**config.mk**
```make
export PLATFORM = sky130hd
export DESIGN_NAME = uart_led_command_pwm_controller_unit
export DESIGN_NICKNAME = d
export VERILOG_FILES = /design/src/rtl/ulcp_pkg.sv /design/src/rtl/ulcp_match.sv /design/src/rtl/ulcp_out_buf.sv /design/src/rtl/uart_led_command_pwm_controller_unit.sv
export VERILOG_INCLUDE_DIRS = /design/src /design/src/rtl
export SDC_FILE = /design/constraint.sdc
export NUM_CORES = 1
export LEC_CHECK = 0
export BUFFER_PORTS_ARGS = -buffer_cell sky130_fd_sc_hd__clkbuf_2
export CAP_MARGIN = 20
export CORE_AREA = 8 8 204 206
export DETAILED_ROUTE_END_ITERATION = 12
export DIE_AREA = 0 0 212 214
export GPL_ROUTABILITY_DRIVEN = 0
export PLACE_DENSITY = 0.55
export RECOVER_POWER = 25
export SLEW_MARGIN = 20
export SYNTH_ARGS = -nofsm -noshare
export SYNTH_HDL_FRONTEND = slang
export SYNTH_SLANG_ARGS = --single-unit
```
**constraint.sdc**
```tcl
create_clock -name clk -period 9.55 [get_ports clk]
set_input_delay 1.4325 -clock clk [delete_from_list [all_inputs] [get_ports clk]]
set_output_delay 1.4325 -clock clk [all_outputs]
set_load 0.1 [all_outputs]
```
**src/rtl/uart_led_command_pwm_controller_unit_macros.svh**
```systemverilog
// assertion macros for the controller rtl, used by the output buffer
// assumes clk and rst are in scope where a macro is used
`ifndef UART_LED_COMMAND_PWM_CONTROLLER_UNIT_MACROS_SVH
`define UART_LED_COMMAND_PWM_CONTROLLER_UNIT_MACROS_SVH

`ifndef SYNTHESIS
`define ULCP_ASSERT_IMPLY(name, cond, prop) \
  name: assert property (@(posedge clk) disable iff (rst) (cond) |-> (prop)) \
    else $error("ulcp assertion failed");
`define ULCP_ASSERT_NEXT(name, cond, prop) \
  name: assert property (@(posedge clk) disable iff (rst) (cond) |=> (prop)) \
    else $error("ulcp assertion failed");
`else
`define ULCP_ASSERT_IMPLY(name, cond, prop)
`define ULCP_ASSERT_NEXT(name, cond, prop)
`endif

`endif

```
**src/rtl/ulcp_pkg.sv**
```systemverilog
// types, constants and helpers for the led command / pwm controller
// no dependencies
package ulcp_pkg;

  localparam int LED_COUNT = 12;
  localparam int LED_W     = 12;
  localparam logic [LED_W-1:0] LED_MASK = LED_W'((1 << LED_COUNT) - 1);

  localparam logic [6:0] PERIOD    = 7'd100;
  localparam logic [6:0] DUTY_STEP = 7'd10;
  localparam int         POT_DIV   = 455;

  localparam logic [7:0] CH_COMMA = ",";
  localparam logic [7:0] CH_SEMI  = ";";
  localparam logic [7:0] CH_EQ    = "=";
  localparam logic [7:0] CH_ZERO  = "0";
  localparam logic [7:0] CH_ONE   = "1";
  localparam logic [7:0] CH_NINE  = "9";
  localparam logic [7:0] CH_L     = "L";
  localparam logic [7:0] CH_E     = "E";
  localparam logic [7:0] CH_D     = "D";
  localparam logic [7:0] CH_P     = "P";
  localparam logic [7:0] CH_W     = "W";
  localparam logic [7:0] CH_M     = "M";

  typedef enum logic [1:0] {
    FUNC_CHAR     = 2'd0,
    FUNC_BRIGHTEN = 2'd1,
    FUNC_DIM      = 2'd2,
    FUNC_TICK     = 2'd3
  } func_t;

  typedef struct packed {
    logic       led_hit;
    logic [3:0] led_idx;
    logic       led_set;
    logic       pwm_hit;
    logic [6:0] pwm_duty;
  } match_t;

  typedef struct packed {
    logic             echo_valid;
    logic [7:0]       echo_char;
    logic [LED_W-1:0] led_enables;
    logic [6:0]       duty_level;
    logic [6:0]       brightness;
    logic [LED_W-1:0] led_on;
  } out_item_t;

  // pot / 455 for a 12-bit sample: count the thresholds passed
  function automatic logic [3:0] pot_div(input logic [11:0] pot);
    logic [3:0] q;
    q = 4'd0;
    for (int k = 1; k <= 9; k++) begin
      if (pot >= 12'(k * POT_DIV)) q = q + 4'd1;
    end
    return q;
  endfunction

  function automatic logic is_digit(input logic [7:0] c);
    return (c >= CH_ZERO) && (c <= CH_NINE);
  endfunction

endpackage

```
**src/rtl/ulcp_match.sv**
```systemverilog
// command matcher: decodes the 8-character window into pending updates
// depends on ulcp_pkg
module ulcp_match
  import ulcp_pkg::*;
(
  input  logic [63:0] window,
  output match_t      hit
);

  logic [7:0] b [8];
  logic [6:0] nn;
  logic [6:0] val;
  logic       num_ok;

  always_comb begin
    for (int k = 0; k < 8; k++) begin
      b[k] = window[8*(7-k) +: 8];
    end
  end

  // digits are ascii 0x30..0x39, so the low nibble is the value
  assign num_ok = is_digit(b[3]) && is_digit(b[4]) && (b[5] == CH_EQ);
  assign nn     = 7'(b[3][3:0]) * 7'd10 + 7'(b[4][3:0]);
  assign val    = 7'(b[6][3:0]) * 7'd10 + 7'(b[7][3:0]);

  always_comb begin
    hit = '0;
    if (num_ok && b[0] == CH_L && b[1] == CH_E && b[2] == CH_D) begin
      if (b[6] == CH_ZERO && nn >= 7'd4 && nn < 7'(4 + LED_COUNT)
          && (b[7] == CH_ONE || b[7] == CH_ZERO)) begin
        hit.led_hit = 1'b1;
        hit.led_idx = 4'(nn - 7'd4);
        hit.led_set = (b[7] == CH_ONE);
      end
    end else if (num_ok && b[0] == CH_P && b[1] == CH_W && b[2] == CH_M
                 && nn == 7'd1 && is_digit(b[6]) && is_digit(b[7])
                 && val <= 7'd10) begin
      hit.pwm_hit  = 1'b1;
      hit.pwm_duty = (val << 3) + (val << 1);
    end
  end

endmodule

```
**src/rtl/ulcp_out_buf.sv**
```systemverilog
// two-word output buffer so a new word is taken while one waits
// depends on ulcp_pkg and the assertion macro header
`include "uart_led_command_pwm_controller_unit_macros.svh"
module ulcp_out_buf
  import ulcp_pkg::*;
(
  input  logic      clk,
  input  logic      rst,
  input  logic      push,
  input  out_item_t push_data,
  output logic      full,
  output logic      pop_valid,
  input  logic      pop_ready,
  output out_item_t pop_data
);

  out_item_t  slot [2];
  logic       wr_ptr;
  logic       rd_ptr;
  logic [1:0] count;
  logic       pop;

  assign full      = (count == 2'd2);
  assign pop_valid = (count != 2'd0);
  assign pop       = pop_valid && pop_ready;
  assign pop_data  = slot[rd_ptr];

  always_ff @(posedge clk) begin
    if (push) slot[wr_ptr] <= push_data;
  end

  always_ff @(posedge clk) begin
    if (rst) begin
      wr_ptr <= 1'b0;
      rd_ptr <= 1'b0;
      count  <= 2'd0;
    end else begin
      if (push) wr_ptr <= ~wr_ptr;
      if (pop)  rd_ptr <= ~rd_ptr;
      count <= count + 2'(push) - 2'(pop);
    end
  end

  `ULCP_ASSERT_IMPLY(a_count_max, 1'b1, count <= 2'd2)
  `ULCP_ASSERT_IMPLY(a_no_push_full, push, !full)
  `ULCP_ASSERT_NEXT(a_count_up, push && !pop, count == $past(count) + 2'd1)
  `ULCP_ASSERT_NEXT(a_count_down, pop && !push, count == $past(count) - 2'd1)

endmodule

```
**src/rtl/uart_led_command_pwm_controller_unit.sv**
```systemverilog
// led command / pwm controller: one word in, one result word out
// each accepted word writes its result into the output buffer; one word per cycle while in_ready is high
// state update and result are one combinational pass into a 2-word output buffer
// in_ready drops only when both buffer words wait; rst clears window, enables
// to all on, duty, pwm slot and brightness to zero; depends on ulcp_pkg
module uart_led_command_pwm_controller_unit
  import ulcp_pkg::*;
(
  input  logic             clk,
  input  logic             rst,
  input  logic             in_valid,
  output logic             in_ready,
  input  logic [1:0]       func,
  input  logic [7:0]       rx_char,
  input  logic [11:0]      pot_sample,
  output logic             out_valid,
  input  logic             out_ready,
  output logic             echo_valid,
  output logic [7:0]       echo_char,
  output logic [LED_W-1:0] led_enables,
  output logic [6:0]       duty_level,
  output logic [6:0]       brightness,
  output logic [LED_W-1:0] led_on
);

  logic [63:0]      char_window, char_window_next;
  logic [LED_W-1:0] enables_committed, enables_committed_next;
  logic [LED_W-1:0] enables_pending, enables_pending_next;
  logic [6:0]       duty_committed, duty_committed_next;
  logic [6:0]       duty_pending, duty_pending_next;
  logic [6:0]       pwm_phase, pwm_phase_next;
  logic [6:0]       pwm_brightness, pwm_brightness_next;

  func_t      fn;
  logic       in_fire;
  logic       buf_full;
  match_t     hit;
  logic       delim;
  logic [6:0] slot_shown;
  logic [6:0] bright_sum;
  out_item_t  item;
  out_item_t  pop_item;

  assign fn       = func_t'(func);
  assign in_ready = !buf_full;
  assign in_fire  = in_valid && in_ready;
  assign delim    = (rx_char == CH_COMMA) || (rx_char == CH_SEMI);

  ulcp_match u_match (
    .window (char_window),
    .hit    (hit)
  );

  assign bright_sum = duty_committed + 7'(pot_div(pot_sample));

  always_comb begin
    char_window_next       = char_window;
    enables_committed_next = enables_committed;
    enables_pending_next   = enables_pending;
    duty_committed_next    = duty_committed;
    duty_pending_next      = duty_pending;
    pwm_phase_next         = pwm_phase;
    pwm_brightness_next    = pwm_brightness;
    unique case (fn)
      FUNC_CHAR: begin
        if (delim && hit.led_hit) begin
          enables_pending_next[hit.led_idx] = hit.led_set;
        end
        if (delim && hit.pwm_hit) duty_pending_next = hit.pwm_duty;
        if (rx_char == CH_SEMI) begin
          enables_committed_next = enables_pending_next & LED_MASK;
          duty_committed_next    = duty_pending_next;
          char_window_next       = '0;
        end else begin
          char_window_next = {char_window[55:0], rx_char};
        end
      end
      FUNC_BRIGHTEN: begin
        duty_committed_next = (duty_committed >= PERIOD - DUTY_STEP) ?
                              PERIOD : duty_committed + DUTY_STEP;
        duty_pending_next   = duty_committed_next;
      end
      FUNC_DIM: begin
        duty_committed_next = (duty_committed >= DUTY_STEP) ?
                              duty_committed - DUTY_STEP : 7'd0;
        duty_pending_next   = duty_committed_next;
      end
      FUNC_TICK: begin
        if (pwm_phase == 7'd0) begin
          pwm_brightness_next = (bright_sum > PERIOD) ? PERIOD : bright_sum;
        end
        pwm_phase_next = (pwm_phase == PERIOD - 7'd1) ? 7'd0 : pwm_phase + 7'd1;
      end
      default: ;
    endcase
  end

  // tick shows the slot it drives, other words show the previous tick's slot
  always_comb begin
    if (fn == FUNC_TICK) slot_shown = pwm_phase;
    else if (pwm_phase == 7'd0) slot_shown = PERIOD - 7'd1;
    else slot_shown = pwm_phase - 7'd1;
  end

  always_comb begin
    item.echo_valid  = (fn == FUNC_CHAR);
    item.echo_char   = (fn == FUNC_CHAR) ? rx_char : 8'd0;
    item.led_enables = enables_committed_next;
    item.duty_level  = duty_committed_next;
    item.brightness  = pwm_brightness_next;
    item.led_on      = (slot_shown < pwm_brightness_next) ?
                       (enables_committed_next & LED_MASK) : '0;
  end

  always_ff @(posedge clk) begin
    if (rst) begin
      char_window       <= '0;
      enables_committed <= LED_MASK;
      enables_pending   <= LED_MASK;
      duty_committed    <= 7'd0;
      duty_pending      <= 7'd0;
      pwm_phase         <= 7'd0;
      pwm_brightness    <= 7'd0;
    end else if (in_fire) begin
      char_window       <= char_window_next;
      enables_committed <= enables_committed_next;
      enables_pending   <= enables_pending_next;
      duty_committed    <= duty_committed_next;
      duty_pending      <= duty_pending_next;
      pwm_phase         <= pwm_phase_next;
      pwm_brightness    <= pwm_brightness_next;
    end
  end

  ulcp_out_buf u_out_buf (
    .clk       (clk),
    .rst       (rst),
    .push      (in_fire),
    .push_data (item),
    .full      (buf_full),
    .pop_valid (out_valid),
    .pop_ready (out_ready),
    .pop_data  (pop_item)
  );

  assign echo_valid  = pop_item.echo_valid;
  assign echo_char   = pop_item.echo_char;
  assign led_enables = pop_item.led_enables;
  assign duty_level  = pop_item.duty_level;
  assign brightness  = pop_item.brightness;
  assign led_on      = pop_item.led_on;

endmodule

```
==> flow_summary.yaml <==
status:
  outcome: "complete, but fails checks"
  violations: "capacitance limit, slew limit"
timing:
  hold_viol_final: 0
  hold_ws_ns: 0.452
  skew_ns: 0.0178
  period_minus_slack_ns: 9.10
  worst_slew_pin_slew_ns: 3.09
  final_max_slew_viol_count: 188
  slew_headroom_pct: -106
  setup_viol_count_final: 0
  setup_tns_ns: 0
  period_share_pct: 95.3
  rsz0062_at_grt: "false"
  fmax_ghz: 0.110
layout:
  nFillCells: 3874
  fin_nets: 1296
  regArea_um2: 5250
  final_cell_area_um2: 13200
  drive_gt1_share_pct: 20.7
  diodes: 0
  fin_util_pct: 34.4
  area_growth_pct: 16.7
  multi_input_area_um2: 5730
global_routing:
  grt_pass1_wl_mm: 44.7
  grt.overflow.total: 0
  grt_pass1_vias: 8458
  grt_use_total_pct: 11.8
  antenna_found_initial: 3
  grt_max_degree: 70
logic_synthesis:
  synth_adder_area_share_pct: 6.27
  synth_top_area_share_pct: 25.0
  syn_inst: 1147
  synthDistinctLibCells: 77
  netlist_top_cells_area: "edfxtp_1, dfxtp_1, ha_1"
  synthMuxAreaShare_pct: 7.79
  synth_seq_cells: 215
  synth_commonest_cells: "nor2_1, dfxtp_1, edfxtp_1"
  syn_area_um2: 11300
  synth_most_common_cell: "nor2_1"
  synth-seq-area-share_pct: 46.4
  ys.flop_type: "dfxtp_1"
  ys_warn_count: 0
  synth-compound-area-share_pct: 16.1
  synth-edff-count: 94
  syn_nets: 1226
  synth_top_family_by_area: "compound AO/OA/AOI/OAI gates"
  yosys.area_share.simple_pct: 16.1
  synth_xor_area_share_pct: 3.32
  postSynth.asyncResetShare_pct: 0
  synth_top_cell_by_area: "edfxtp_1"
  synth_area_per_cell_um2: 9.85
power:
  vdd_ir_drop_max_uv: 136
  leakagePower_nw: 4.78
  p_per_area_nw_per_um2: 232
die:
  start_util_pct: 29.5
  ios: 75
  die_w_um: 212
  dieHeight_um: 214
  row_count: 72
  die_area_um2: 45400
  core_um2: 38300
worst_setup_path:
  path_max_fanout: 6
  crit_path_end_kind: "flop"
  critPathLaunchType: "primary input"
  cp.arrival_ns: 9.33
  path_class: "primary input to flop"
  cp.required_ns: 9.78
  slowest_delay_ns: 0.48
  crit_top_cell: "ha_1"
  cpMaxStageDelayCell: "or4_1"
placement:
  place_area_um2: 12400
  portBuffers: 74
  dpl.hpwl_mm: 19.2
drt:
  via_per_inst: 4.97
  wirelength_mm: 27.6
  wire_per_inst_um: 15.7
  dr.pass1.iters: 5
  ant_nets: 0
  via_count: 8711
  drt_iter0_drc: 506
  drc: 0
cts:
  holdBufCountCts: 0
  cts-root-buf: "clkbuf_16"
  numCtsBuffers: 23
  tritoncts: "built"
  h-tree-depth: 1
  insertion_delay_ns: 0.52
  clk_pin_slew_ns: 0.06
  numClockSinks: 215
  clockBufferDepth: 3
worst_hold_path:
  hold_class: "flop to flop"
flow_run:
  drv_cap: 4
[power by group]
| group | internal (mW) | switching (mW) | total, mW | leakage (nW) |
|---|---|---|---|---|
| Combinational | 0.287 | 0.818 | 1.11 | 2.63 |
| Clock | 0.477 | 0.363 | 0.840 | 0.346 |
| Sequential | 1.07 | 0.0494 | 1.12 | 1.80 |
[flip-flops by register name (all words and copies together) (netlist names), named ones only]
name	count
u_out_buf.count	2
u_out_buf.wr_ptr	1
char_window	64
enables_pending	12
pwm_phase	7
enables_committed	12
pwm_brightness	7
duty_committed	7
u_out_buf.rd_ptr	1
duty_pending	7
u_out_buf.slot	94
[area by class of cell]
class / instances / share of cell area (%)
multi-input combinational: 820 / 43.5
sequential: 215 / 39.8
timing repair buffer: 122 / 5.46
clock buffer: 32 / 4.93
tap: 518 / 4.92
inverter: 35 / 0.997
clock inverter: 10 / 0.456
[what timing repair did]
| item | in CTS | in global routing |
|---|---|---|
| buffers inserted | 0 | 1 |
| resized for setup | 0 | 27 |
| endpoints found under the setup margin | 0 | 24 |
[metrics by stage]
stage | power [mW] | cells | setup slack, ns
2_1_floorplan | 1.99 | 1147 | 0.00865
3_3_place_gp | 2.22 | 1708 | -0.314
3_5_place_dp | 2.23 | 1708 | -0.403
4_1_cts | 3.08 | 1750 | 0.0744
5_1_grt | 3.21 | 1752 | 0.00940
6_report | 3.06 | 1752 | 0.450
[placed cells by master (no fill, tap or decap), types with 5 or more instances in the layout]
cell type,count
a22oi_1,62
clkbuf_16,23
edfxtp_1,94
nand4_1,16
a21o_1,8
nor2b_1,6
a21oi_1,73
mux2i_1,26
nand3_1,25
nor4_1,9
nand2_1,66
fa_1,6
buf_4,42
inv_1,35
xor2_1,17
nand2b_1,8
o211ai_1,9
nor2_1,143
and2_0,8
nor2_2,7
clkbuf_1,12
ha_1,46
o21ai_0,52
or3_1,8
dfxtp_1,120
nor4b_1,8
clkbuf_2,71
and2_1,5
a211oi_2,13
xnor2_1,23
nor3_1,27
a211oi_1,9
mux2_2,51
[per-layer routing]
| layer | vias up | global-route usage (%) | wire length (um) |
|---|---|---|---|
| met2 | 146 | 19.9 | 13200 |
| met5 | - | 0 | 27 |
| met1 | 4182 | 15.3 | 12600 |
| li1 | 4338 | - | - |
| met4 | 4 | 3.01 | 500 |
| met3 | 41 | 2.02 | 1300 |
[cell families (layout without fill, tap and decap cells)]
logic type	Yosys count	after routing
XOR/XNOR	42	42
AND/OR/NAND/NOR	371	371
buffers and inverters	112	199
AO/OA/AOI/OAI	274	274
adder cells (fa/ha/maj)	53	53
multiplexers	80	80
flip-flops	215	215
[critical path: cells and delay by family]
kind / cells / cell delay [ns]
simple gates: 5 / 0.92
compound gates: 13 / 2.37
fa+ha+maj: 9 / 2.72
buf+inv: 3 / 0.39
xor+xnor: 1 / 0.12
mux: 5 / 1.36
[path summary, 6_finish.rpt]
| check | from | end | slack [ns] | cells after the start |
|---|---|---|---|---|
| min reg2reg | pwm_brightness[5] | pwm_brightness[5] | 0.45 | 2 |
| max | pot_sample[3] | u_out_buf.slot[1][5] | 0.45 | 36 |
| min | pwm_brightness[5] | pwm_brightness[5] | 0.45 | 2 |
| max reg2reg | duty_committed[1] | u_out_buf.slot[1][5] | 5.43 | 17 |
Note: power is estimated with default switching activity, not from simulation.
